$ cat config.mk
export PLATFORM = sky130hd
export DESIGN_NAME = glyph_quad_generator_unit_flat
export DESIGN_NICKNAME = d
export VERILOG_FILES = /design/src/hw/rtl/gqg_pkg.sv /design/src/hw/rtl/gqg_char_if.sv /design/src/hw/rtl/gqg_vertex_if.sv /design/src/hw/rtl/gqg_divider.sv /design/src/hw/rtl/glyph_quad_generator_unit.sv /design/src/flat_wrapper.sv
export SDC_FILE = /design/constraint.sdc
export NUM_CORES = 2
export LEC_CHECK = 0
export BUFFER_PORTS_ARGS = -buffer_cell sky130_fd_sc_hd__buf_4
export CAP_MARGIN = 30
export CORE_AREA = 2 2 277 279
export DETAILED_ROUTE_END_ITERATION = 16
export DIE_AREA = 0 0 279 281
export PLACE_DENSITY = 0.64
export SKIP_CTS_REPAIR_TIMING = 1
export SYNTH_ARGS = -nofsm -noshare
export SYNTH_HDL_FRONTEND = slang
export SYNTH_SLANG_ARGS = --single-unit
$ cat constraint.sdc
create_clock -name i_clk -period 10 [get_ports i_clk]
set_input_delay 1.5 -clock i_clk [delete_from_list [all_inputs] [get_ports i_clk]]
set_output_delay 1.5 -clock i_clk [all_outputs]
set_load 0.02 [all_outputs]
$ cat src/hw/rtl/gqg_pkg.sv
`timescale 1ns / 1ps
// ----------------------------------------------------------------------------
// gqg_pkg
// Types and constants shared by the glyph quad generator files.
// ----------------------------------------------------------------------------
package gqg_pkg;

    // Character that starts a new line
    localparam logic [7:0] NEWLINE_CODE = 8'd10;

    // Fixed-point limits
    localparam int UV_ONE  = 65536;
    localparam int POS_MAX = 8388607;
    localparam int POS_MIN = -8388608;

    // Register reset values
    localparam logic [7:0]  GPR_RST    = 8'd2;
    localparam logic [16:0] USTEP_RST  = 17'd32768;
    localparam logic [16:0] VSTEP_RST  = 17'd5041;
    localparam logic [15:0] CELL_W_RST = 16'd256;
    localparam logic [15:0] CELL_H_RST = 16'd256;

    // Configuration register indexes
    typedef enum logic [2:0] {
        CFG_GPR    = 3'd0,
        CFG_USTEP  = 3'd1,
        CFG_VSTEP  = 3'd2,
        CFG_CELL_W = 3'd3,
        CFG_CELL_H = 3'd4
    } t_cfg_idx;

    // Sequencer states, one-hot
    typedef enum logic [3:0] {
        ST_IDLE = 4'b0001,
        ST_DIV  = 4'b0010,
        ST_MUL  = 4'b0100,
        ST_EMIT = 4'b1000
    } t_state;

    // Divider request and status
    typedef struct packed {
        logic       start;
        logic [7:0] dividend;
        logic [7:0] divisor;
    } t_div_req;

    typedef struct packed {
        logic       done;
        logic [7:0] quot;
        logic [7:0] rem;
    } t_div_stat;

endpackage

$ cat src/hw/rtl/gqg_char_if.sv
`timescale 1ns / 1ps
// ----------------------------------------------------------------------------
// gqg_char_if
// Character request channel: valid/ready with kind and code.
// ----------------------------------------------------------------------------
interface gqg_char_if;
    logic       valid;
    logic       ready;
    logic       kind;
    logic [7:0] char_code;

    modport source (output valid, output kind, output char_code, input ready);
    modport sink   (input valid, input kind, input char_code, output ready);
endinterface

$ cat src/hw/rtl/gqg_vertex_if.sv
`timescale 1ns / 1ps
// ----------------------------------------------------------------------------
// gqg_vertex_if
// Vertex request channel: valid/ready with one quad corner.
// ----------------------------------------------------------------------------
interface gqg_vertex_if;
    logic               valid;
    logic               ready;
    logic signed [23:0] pos_x;
    logic signed [23:0] pos_y;
    logic [16:0]        tex_u;
    logic [16:0]        tex_v;
    logic [1:0]         corner;
    logic [15:0]        quad_index;
    logic               last;

    modport source (output valid, output pos_x, output pos_y, output tex_u,
                    output tex_v, output corner, output quad_index, output last,
                    input ready);
    modport sink   (input valid, input pos_x, input pos_y, input tex_u,
                    input tex_v, input corner, input quad_index, input last,
                    output ready);
endinterface

$ cat src/hw/rtl/gqg_divider.sv
`timescale 1ns / 1ps
// ----------------------------------------------------------------------------
// gqg_divider
// Restoring 8-bit by 8-bit divider, one quotient bit per cycle.
// ----------------------------------------------------------------------------
module gqg_divider
    import gqg_pkg::*;
(
    input  logic      i_clk,
    input  logic      i_rst_n,
    input  t_div_req  i_req,
    output t_div_stat o_stat
);

    logic [7:0] r_rem;
    logic [7:0] r_quo;
    logic [7:0] r_dvs;
    logic [2:0] r_cnt;
    logic       r_busy;
    logic       r_done;

    logic [8:0] w_part;
    logic [8:0] w_trial;

    // Shift in the next dividend bit and try a subtract
    assign w_part  = {r_rem, r_quo[7]};
    assign w_trial = w_part - {1'b0, r_dvs};

    // Control
    always_ff @(posedge i_clk) begin
        if (!i_rst_n) begin
            r_busy <= 1'b0;
            r_done <= 1'b0;
            r_cnt  <= '0;
        end else begin
            r_done <= 1'b0;
            if (i_req.start) begin
                r_busy <= 1'b1;
                r_cnt  <= '0;
            end else if (r_busy) begin
                r_cnt <= r_cnt + 3'd1;
                if (&r_cnt) begin
                    r_busy <= 1'b0;
                    r_done <= 1'b1;
                end
            end
        end
    end

    // Datapath
    always_ff @(posedge i_clk) begin
        if (i_req.start) begin
            r_rem <= '0;
            r_quo <= i_req.dividend;
            r_dvs <= i_req.divisor;
        end else if (r_busy) begin
            if (!w_trial[8]) begin
                r_rem <= w_trial[7:0];
                r_quo <= {r_quo[6:0], 1'b1};
            end else begin
                r_rem <= w_part[7:0];
                r_quo <= {r_quo[6:0], 1'b0};
            end
        end
    end

    assign o_stat.done = r_done;
    assign o_stat.quot = r_quo;
    assign o_stat.rem  = r_rem;

endmodule

$ cat src/hw/rtl/glyph_quad_generator_unit.sv
`timescale 1ns / 1ps
// ----------------------------------------------------------------------------
// glyph_quad_generator_unit
// Lays out one bitmap-font atlas quad (four vertices) per character other than newline.
// ----------------------------------------------------------------------------
// A newline request produces no vertex. For any other character the accept
// comes first. Then the block waits on the bit-serial divider that finds
// the atlas cell bit by bit and then hands the result over. Then the one
// shared multiplier forms the x, y, u and v products in turn. Last, one
// vertex is loaded per cycle while the output is not stalled. The block takes
// no new character until the fourth vertex is loaded into the output
// register. Vertices come in the order up-left, down-left, down-right,
// up-right; last marks the up-right one. Registers are to be written through
// the cfg port only while the block is idle; the block does not enforce this.
// ----------------------------------------------------------------------------
module glyph_quad_generator_unit
    import gqg_pkg::*;
#(
    parameter int COUNT_BITS = 16
) (
    input  logic         i_clk,
    input  logic         i_rst_n,
    gqg_char_if.sink     i_req,
    gqg_vertex_if.source o_vtx,
    input  logic         i_cfg_we,
    input  logic [2:0]   i_cfg_idx,
    input  logic [16:0]  i_cfg_data
);

    localparam int CB   = COUNT_BITS;
    localparam int MA_W = CB + 1;
    localparam int MB_W = 18;
    localparam int PW   = MA_W + MB_W;
    localparam int SW   = PW + 2;

    localparam logic signed [SW-1:0] L_POS_MAX = SW'(POS_MAX);
    localparam logic signed [SW-1:0] L_POS_MIN = SW'(POS_MIN);
    localparam logic signed [SW-1:0] L_UV_ONE  = SW'(UV_ONE);
    localparam logic [CB-1:0]        LINE_MIN  = {1'b1, {(CB-1){1'b0}}};

    // Configuration registers
    logic [7:0]  r_gpr;
    logic [16:0] r_ustep;
    logic [16:0] r_vstep;
    logic [15:0] r_cw;
    logic [15:0] r_ch;

    // Layout state
    logic [CB-1:0] r_column;
    logic [CB-1:0] r_line;
    logic [CB-1:0] r_quad;

    // Working copy of the character in flight
    logic [CB-1:0] r_w_col;
    logic [CB-1:0] r_w_line;
    logic [15:0]   r_w_quad;

    // Sequencer
    t_state     r_st;
    logic [1:0] r_mstep;
    logic [1:0] r_corner;

    // Product registers
    logic signed [PW-1:0] r_xl;
    logic signed [PW-1:0] r_yd;
    logic signed [PW-1:0] r_ul;
    logic signed [PW-1:0] r_vr;

    // Output register
    logic               r_ov;
    logic signed [23:0] r_px;
    logic signed [23:0] r_py;
    logic [16:0]        r_tu;
    logic [16:0]        r_tv;
    logic [1:0]         r_oc;
    logic [15:0]        r_oq;
    logic               r_ol;

    logic          w_acc;
    logic          w_nl;
    logic [CB-1:0] w_eff_col;
    logic [CB-1:0] w_eff_line;
    logic [CB-1:0] w_eff_quad;
    logic [CB+15:0] w_quad_ext;
    logic          w_load;
    t_div_req      w_div_req;
    t_div_stat     w_div_stat;

    // Request accept and new-text clear
    assign i_req.ready = (r_st == ST_IDLE);
    assign w_acc       = i_req.valid && i_req.ready;
    assign w_nl        = (i_req.char_code == NEWLINE_CODE);
    assign w_eff_col   = i_req.kind ? '0 : r_column;
    assign w_eff_line  = i_req.kind ? '0 : r_line;
    assign w_eff_quad  = i_req.kind ? '0 : r_quad;
    assign w_quad_ext  = {16'd0, w_eff_quad};

    // Atlas cell: code divided by glyphs per row (zero acts as one)
    assign w_div_req.start    = w_acc && !w_nl;
    assign w_div_req.dividend = i_req.char_code;
    assign w_div_req.divisor  = (r_gpr == 8'd0) ? 8'd1 : r_gpr;

    gqg_divider u_div (
        .i_clk  (i_clk),
        .i_rst_n(i_rst_n),
        .i_req  (w_div_req),
        .o_stat (w_div_stat)
    );

    // Shared multiplier operand select
    logic signed [MA_W-1:0] w_ma;
    logic signed [MB_W-1:0] w_mb;
    logic signed [PW-1:0]   w_prod;

    always_comb begin
        case (r_mstep)
            2'd0: begin
                w_ma = $signed({1'b0, r_w_col});
                w_mb = $signed({2'b00, r_cw});
            end
            2'd1: begin
                w_ma = $signed({r_w_line[CB-1], r_w_line});
                w_mb = $signed({2'b00, r_ch});
            end
            2'd2: begin
                w_ma = $signed({{(MA_W-8){1'b0}}, w_div_stat.rem});
                w_mb = $signed({1'b0, r_ustep});
            end
            default: begin
                w_ma = $signed({{(MA_W-8){1'b0}}, w_div_stat.quot});
                w_mb = $signed({1'b0, r_vstep});
            end
        endcase
    end

    assign w_prod = w_ma * w_mb;

    // Vertex of the current corner
    logic                 w_right;
    logic                 w_up;
    logic signed [SW-1:0] w_x;
    logic signed [SW-1:0] w_y;
    logic signed [SW-1:0] w_u;
    logic signed [SW-1:0] w_v;
    logic signed [23:0]   w_px;
    logic signed [23:0]   w_py;
    logic [16:0]          w_tu;
    logic [16:0]          w_tv;

    assign w_right = r_corner[1];
    assign w_up    = (r_corner[0] == r_corner[1]);

    always_comb begin
        w_x = SW'(r_xl) + (w_right ? $signed({{(SW-16){1'b0}}, r_cw}) : SW'(0));
        w_y = SW'(r_yd) - (w_up ? $signed({{(SW-16){1'b0}}, r_ch}) : SW'(0));
        w_u = SW'(r_ul) + (w_right ? $signed({{(SW-17){1'b0}}, r_ustep}) : SW'(0));
        w_v = L_UV_ONE - SW'(r_vr)
            - (w_up ? $signed({{(SW-17){1'b0}}, r_vstep}) : SW'(0));

        if (w_x > L_POS_MAX)      w_px = 24'sh7FFFFF;
        else if (w_x < L_POS_MIN) w_px = 24'sh800000;
        else                      w_px = w_x[23:0];

        if (w_y > L_POS_MAX)      w_py = 24'sh7FFFFF;
        else if (w_y < L_POS_MIN) w_py = 24'sh800000;
        else                      w_py = w_y[23:0];

        if (w_u < 0)              w_tu = 17'd0;
        else if (w_u > L_UV_ONE)  w_tu = 17'h10000;
        else                      w_tu = w_u[16:0];

        if (w_v < 0)              w_tv = 17'd0;
        else if (w_v > L_UV_ONE)  w_tv = 17'h10000;
        else                      w_tv = w_v[16:0];
    end

    assign w_load = (r_st == ST_EMIT) && (!r_ov || o_vtx.ready);

    // Configuration writes
    always_ff @(posedge i_clk) begin
        if (!i_rst_n) begin
            r_gpr   <= GPR_RST;
            r_ustep <= USTEP_RST;
            r_vstep <= VSTEP_RST;
            r_cw    <= CELL_W_RST;
            r_ch    <= CELL_H_RST;
        end else if (i_cfg_we) begin
            case (t_cfg_idx'(i_cfg_idx))
                CFG_GPR:    r_gpr   <= i_cfg_data[7:0];
                CFG_USTEP:  r_ustep <= i_cfg_data;
                CFG_VSTEP:  r_vstep <= i_cfg_data;
                CFG_CELL_W: r_cw    <= i_cfg_data[15:0];
                CFG_CELL_H: r_ch    <= i_cfg_data[15:0];
                default: ;
            endcase
        end
    end

    // Layout state and sequencer
    always_ff @(posedge i_clk) begin
        if (!i_rst_n) begin
            r_column <= '0;
            r_line   <= '0;
            r_quad   <= '0;
            r_st     <= ST_IDLE;
            r_mstep  <= '0;
            r_corner <= '0;
            r_ov     <= 1'b0;
        end else begin
            if (w_load)           r_ov <= 1'b1;
            else if (o_vtx.ready) r_ov <= 1'b0;
            case (r_st)
                ST_IDLE: begin
                    if (w_acc) begin
                        if (w_nl) begin
                            r_column <= '0;
                            r_quad   <= w_eff_quad;
                            r_line   <= (w_eff_line != LINE_MIN) ?
                                        w_eff_line - CB'(1) : w_eff_line;
                        end else begin
                            r_column <= (&w_eff_col) ? w_eff_col : w_eff_col + CB'(1);
                            r_quad   <= (&w_eff_quad) ? w_eff_quad : w_eff_quad + CB'(1);
                            r_line   <= w_eff_line;
                            r_st     <= ST_DIV;
                        end
                    end
                end
                ST_DIV: begin
                    if (w_div_stat.done) begin
                        r_st    <= ST_MUL;
                        r_mstep <= '0;
                    end
                end
                ST_MUL: begin
                    r_mstep <= r_mstep + 2'd1;
                    if (&r_mstep) begin
                        r_st     <= ST_EMIT;
                        r_corner <= '0;
                    end
                end
                ST_EMIT: begin
                    if (w_load) begin
                        r_corner <= r_corner + 2'd1;
                        if (&r_corner) r_st <= ST_IDLE;
                    end
                end
                default: r_st <= ST_IDLE;
            endcase
        end
    end

    // Working copy, taken at accept
    always_ff @(posedge i_clk) begin
        if (w_acc) begin
            r_w_col  <= w_eff_col;
            r_w_line <= w_eff_line;
            r_w_quad <= w_quad_ext[15:0];
        end
    end

    // Product capture, one per multiply step
    always_ff @(posedge i_clk) begin
        if (r_st == ST_MUL) begin
            case (r_mstep)
                2'd0:    r_xl <= w_prod;
                2'd1:    r_yd <= w_prod;
                2'd2:    r_ul <= w_prod;
                default: r_vr <= w_prod;
            endcase
        end
    end

    // Output payload
    always_ff @(posedge i_clk) begin
        if (w_load) begin
            r_px <= w_px;
            r_py <= w_py;
            r_tu <= w_tu;
            r_tv <= w_tv;
            r_oc <= r_corner;
            r_oq <= r_w_quad;
            r_ol <= &r_corner;
        end
    end

    assign o_vtx.valid      = r_ov;
    assign o_vtx.pos_x      = r_px;
    assign o_vtx.pos_y      = r_py;
    assign o_vtx.tex_u      = r_tu;
    assign o_vtx.tex_v      = r_tv;
    assign o_vtx.corner     = r_oc;
    assign o_vtx.quad_index = r_oq;
    assign o_vtx.last       = r_ol;

endmodule

$ cat src/flat_wrapper.sv
// flat-port wrapper written by rule: the top's interface ports become plain ports
module glyph_quad_generator_unit_flat import gqg_pkg::*;
#(
    parameter int COUNT_BITS = 16
)
  (i_clk, i_rst_n, i_cfg_we, i_cfg_idx, i_cfg_data, i_req_valid, i_req_kind, i_req_char_code, i_req_ready, o_vtx_valid, o_vtx_pos_x, o_vtx_pos_y, o_vtx_tex_u, o_vtx_tex_v, o_vtx_corner, o_vtx_quad_index, o_vtx_last, o_vtx_ready);
  gqg_char_if i_req_i ();
  gqg_vertex_if o_vtx_i ();
  input  logic i_clk;
  input  logic i_rst_n;
  input  logic i_cfg_we;
  input  logic [2:0] i_cfg_idx;
  input  logic [16:0] i_cfg_data;
  input wire logic [$bits(i_req_i.valid)-1:0] i_req_valid;
  input wire logic [$bits(i_req_i.kind)-1:0] i_req_kind;
  input wire logic [$bits(i_req_i.char_code)-1:0] i_req_char_code;
  output wire logic [$bits(i_req_i.ready)-1:0] i_req_ready;
  output wire logic [$bits(o_vtx_i.valid)-1:0] o_vtx_valid;
  output wire logic [$bits(o_vtx_i.pos_x)-1:0] o_vtx_pos_x;
  output wire logic [$bits(o_vtx_i.pos_y)-1:0] o_vtx_pos_y;
  output wire logic [$bits(o_vtx_i.tex_u)-1:0] o_vtx_tex_u;
  output wire logic [$bits(o_vtx_i.tex_v)-1:0] o_vtx_tex_v;
  output wire logic [$bits(o_vtx_i.corner)-1:0] o_vtx_corner;
  output wire logic [$bits(o_vtx_i.quad_index)-1:0] o_vtx_quad_index;
  output wire logic [$bits(o_vtx_i.last)-1:0] o_vtx_last;
  input wire logic [$bits(o_vtx_i.ready)-1:0] o_vtx_ready;
  assign i_req_i.valid = i_req_valid;
  assign i_req_i.kind = i_req_kind;
  assign i_req_i.char_code = i_req_char_code;
  assign i_req_ready = i_req_i.ready;
  assign o_vtx_valid = o_vtx_i.valid;
  assign o_vtx_pos_x = o_vtx_i.pos_x;
  assign o_vtx_pos_y = o_vtx_i.pos_y;
  assign o_vtx_tex_u = o_vtx_i.tex_u;
  assign o_vtx_tex_v = o_vtx_i.tex_v;
  assign o_vtx_corner = o_vtx_i.corner;
  assign o_vtx_quad_index = o_vtx_i.quad_index;
  assign o_vtx_last = o_vtx_i.last;
  assign o_vtx_i.ready = o_vtx_ready;
  glyph_quad_generator_unit #(.COUNT_BITS(COUNT_BITS)) u_core (.i_clk(i_clk), .i_rst_n(i_rst_n), .i_req(i_req_i), .o_vtx(o_vtx_i), .i_cfg_we(i_cfg_we), .i_cfg_idx(i_cfg_idx), .i_cfg_data(i_cfg_data));
endmodule
==> results_dict.tcl <==
set metrics [dict create \
    path_class "reg -> reg" \
    pwr-share-comb_pct 12.0 \
    crit_path_end_kind "register" \
    drv_slew 0 \
    p_per_area_mw_per_mm2 122 \
    firstDrtPassIters 8 \
    die_w_um 279 \
    synth_edf_count 305 \
    post-route-period-util_pct 93.5 \
    drt_iter0_drc 2274 \
    synth_area_per_cell_sq_um 9.58 \
    routedWlPerCell_um 21.7 \
    power_switching_w 0.00123 \
    ir_drop_mv 0.139 \
    drive_gt1_share_pct 9.49 \
    h-tree-depth 2 \
    viasPerCell 5.63 \
    initial_core_util_pct 44.7 \
    rsz0062_at_grt "false" \
    clk_path_buf_depth 3 \
    fmax_mhz 107 \
    pwr-share-clk_pct 42.6 \
    relSlewSlack_pct 27.2 \
    synth_simple_gate_area_share_pct 19.4 \
    grt_pass1_wl_um 153000 \
    fillCellCount 6993 \
    p_int_w 0.00336 \
    synth_top_flop_cell "edfxtp_1" \
    required_ns 10.39 \
    vias 26200 \
    drv_cap 0 \
    postRouteAntennaNets 0 \
    gp_congestion 0.999 \
    syn_area_sq_mm 0.0337 \
    synth_area_leader_cell "edfxtp_1" \
    finalNetCount 4113 \
    area_growth_pct 11.6 \
    seq_area_frac_synth_pct 35.7 \
    clock_skew_ns 0.0222 \
    fin_crit_ns 9.35 \
    dpl.hpwl_um 80300 \
    synthDistinctLibCells 104 \
    grt_antenna_before_repair 3 \
    max_stage_delay_ns 0.89 \
    hold_ws_ns 0.419 \
    grt-ovfl-total 0 \
    cts_tree "built" \
    leakage_nw 15.8 \
    drt-total-wl_um 101000 \
    synth_seq_cells 449 \
    synth_nets 3998 \
    cts_num_sinks 449 \
    die-area_sq_mm 0.0784 \
    core_sq_mm 0.0754 \
    worstPathMaxFanout 14 \
    cts_buffers 50 \
    hold_path.class "reg -> reg" \
    root_buffer "clkbuf_16" \
    grt.total_usage_pct 25.5 \
    worstMarginPinSlew_ns 1.06 \
    synthMuxAreaShare_pct 1.33 \
    synth_adder_area_share_pct 21.5 \
    switching_share_pct 26.8 \
    worst_path_most_repeated_cell "fa_1" \
    rows 101 \
    synth-xor-area-share_pct 4.20 \
    synth_top_family_by_area "adder cells" \
    critPathSlowestCell "mux2i_1" \
    pin_count 137 \
    netlist_instances 3522 \
    worstSetupStartpointType "register" \
    clk_pin_slew_worst_paths_ns 0.06 \
    synth_compound_area_share_pct 12.6 \
    setup_viol 0 \
    status "finished, final reports clean" \
    power_w 0.00459 \
    synth_top_cell_area_share_pct 27.2 \
    seq_area_sq_mm 0.0120 \
    fin_setup_tns_ns 0 \
    seqPwrFrac_pct 45.4 \
    drc 0 \
    yosys_warnings 0 \
    multi_input_area_sq_mm 0.0199 \
    io_buffer_count 136 \
    synth-async-reset-ratio_pct 0 \
    insertion_delay_ns 0.62 \
    synth_area_leaders "edfxtp_1 27%, fa_1 14%, dfxtp_1 8.5%" \
    die_h_um 281 \
    grt_pass1_vias 25500 \
    grt_max_degree 72 \
    cp.arrival_ns 9.74 \
    final_hold_viol_count 0 \
]
## worst max-delay path: cells and delay by family (launching register included)
family                   cells  cell delay (ns)
flip-flops                   1             0.43
multiplexers                 1             0.89
AO/OA/AOI/OAI                8             2.25
XOR/XNOR                     1             0.22
AND/OR/NAND/NOR              3             0.76
buffers and inverters        6             0.62
adder cells (fa/ha/maj)      8             3.94
## through the flow
step,util [%],setup WS [ns],instances,cell area [sq um]
2_1_floorplan,-,2.01,3522,33700
3_3_place_gp,47.6,1.06,4562,35900
3_5_place_dp,47.6,0.871,4562,35900
4_1_cts,49.9,0.819,4656,37600
5_1_grt,49.9,0.298,4657,37600
6_report,49.9,0.651,4658,37600
## final timing paths
kind / startpoint / endpoint / slack, ns / cells past startpoint
worst max-delay path: u_core.r_mstep[1]$_SDFFE_PN0P_ / u_core.r_vr[34]$_DFFE_PP_ / 0.65 / 27
worst min-delay path: u_core.r_w_quad[8]$_DFFE_PP_ / u_core.o_vtx.quad_index[8]$_DFFE_PP_ / 0.42 / 0
worst max register to register: u_core.r_mstep[1]$_SDFFE_PN0P_ / u_core.r_vr[34]$_DFFE_PP_ / 0.65 / 27
worst min register to register: u_core.r_w_quad[8]$_DFFE_PP_ / u_core.o_vtx.quad_index[8]$_DFFE_PP_ / 0.42 / 0
## final cells by class
type / count / area share [%]
Antenna cell: 1 / 0.00665
Clock buffer: 57 / 3.45
Clock inverter: 37 / 1.20
Inverter: 352 / 3.52
Multi-Input combinational cell: 2600 / 52.9
Sequential cell: 449 / 32.0
Tap cell: 978 / 3.25
Timing Repair Buffer: 184 / 3.66
## cell usage after synthesis, types with 11 or more instances
cell type  count
dfxtp_1      144
fa_1         229
and3_1        27
o2111ai_1     15
o21ai_0      105
xor2_1        60
o211ai_1      11
a22oi_1       33
nand4_1       25
nand2_1      487
and2_1        93
nor2b_1       68
xnor2_1      100
mux2_2        15
a31oi_1       21
o21bai_1      17
mux2i_1       28
nand3b_1      11
nor4_1        23
a21oi_1      107
a21boi_0      81
nor2_1       294
o21ai_1       13
ha_1         213
clkbuf_1     106
nand3_1       79
or3_1         23
o21a_1        21
or2_2         23
a211oi_1      19
inv_1        349
edfxtp_1     305
a21o_1        71
nor3_1        59
nand2b_1      60
## kinds of logic (layout without fill, tap and decap cells)
logic type / after synthesis / in the layout
AO/OA/AOI/OAI: 614 / 614
XOR/XNOR: 161 / 161
adder cells (fa/ha/maj): 442 / 442
buffers and inverters: 473 / 630
flip-flops: 449 / 449
multiplexers: 43 / 43
other: 0 / 1
AND/OR/NAND/NOR: 1340 / 1340
## sequential cells by signal, summed over array words and instances, names as in the netlist, 16 cells and up
name / flops
u_core.o_vtx.pos_x: 24
u_core.o_vtx.pos_y: 24
u_core.o_vtx.quad_index: 16
u_core.o_vtx.tex_u: 17
u_core.o_vtx.tex_v: 17
u_core.r_ch: 16
u_core.r_column: 16
u_core.r_cw: 16
u_core.r_line: 16
u_core.r_quad: 16
u_core.r_ul: 35
u_core.r_ustep: 17
u_core.r_vr: 35
u_core.r_vstep: 17
u_core.r_w_col: 16
u_core.r_w_line: 16
u_core.r_w_quad: 16
u_core.r_xl: 35
u_core.r_yd: 35
## power groups by stage
stage / clock, W / sequential [W] / combinational [W]
6_report: 0.00195 / 0.00208 / 0.000552
5_1_grt: 0.00206 / 0.00208 / 0.000605
4_1_cts: 0.00199 / 0.00208 / 0.000549
3_5_place_dp: 0 / 0.00212 / 0.000545
3_3_place_gp: 0 / 0.00212 / 0.000540
2_1_floorplan: 0 / 0.00209 / 0.000357
## layout by cell type (no fill, tap or decap), types with 21 or more instances in the layout
master and instances:
a21oi_1 107, nand4_1 25, nand3_1 79, and3_1 27
nor2_1 294, mux2i_1 28, and2_1 93, or3_1 23
a21o_1 71, or2_2 23, edfxtp_1 305, nand2b_1 60
xnor2_1 100, inv_1 346, nand2_1 487, o21ai_0 105
nor2b_1 68, nor4_1 23, fa_1 229, a22oi_1 33
a21boi_0 81, buf_4 183, clkbuf_16 51, o21a_1 21
nor3_1 59, ha_1 213, dfxtp_1 144, xor2_1 60
## per-layer routing
layer | GRT usage (%) | share of wire, % | routed length [um] | vias up
met5 | 0 | 0.025 | 25 | -
met4 | 9.77 | 4.2 | 4280 | 4
met3 | 3.74 | 6.2 | 6300 | 214
met2 | 41.4 | 46 | 46300 | 945
met1 | 34.6 | 44 | 44200 | 12700
li1 | - | - | - | 12300
(Power assumes the default switching activity.)
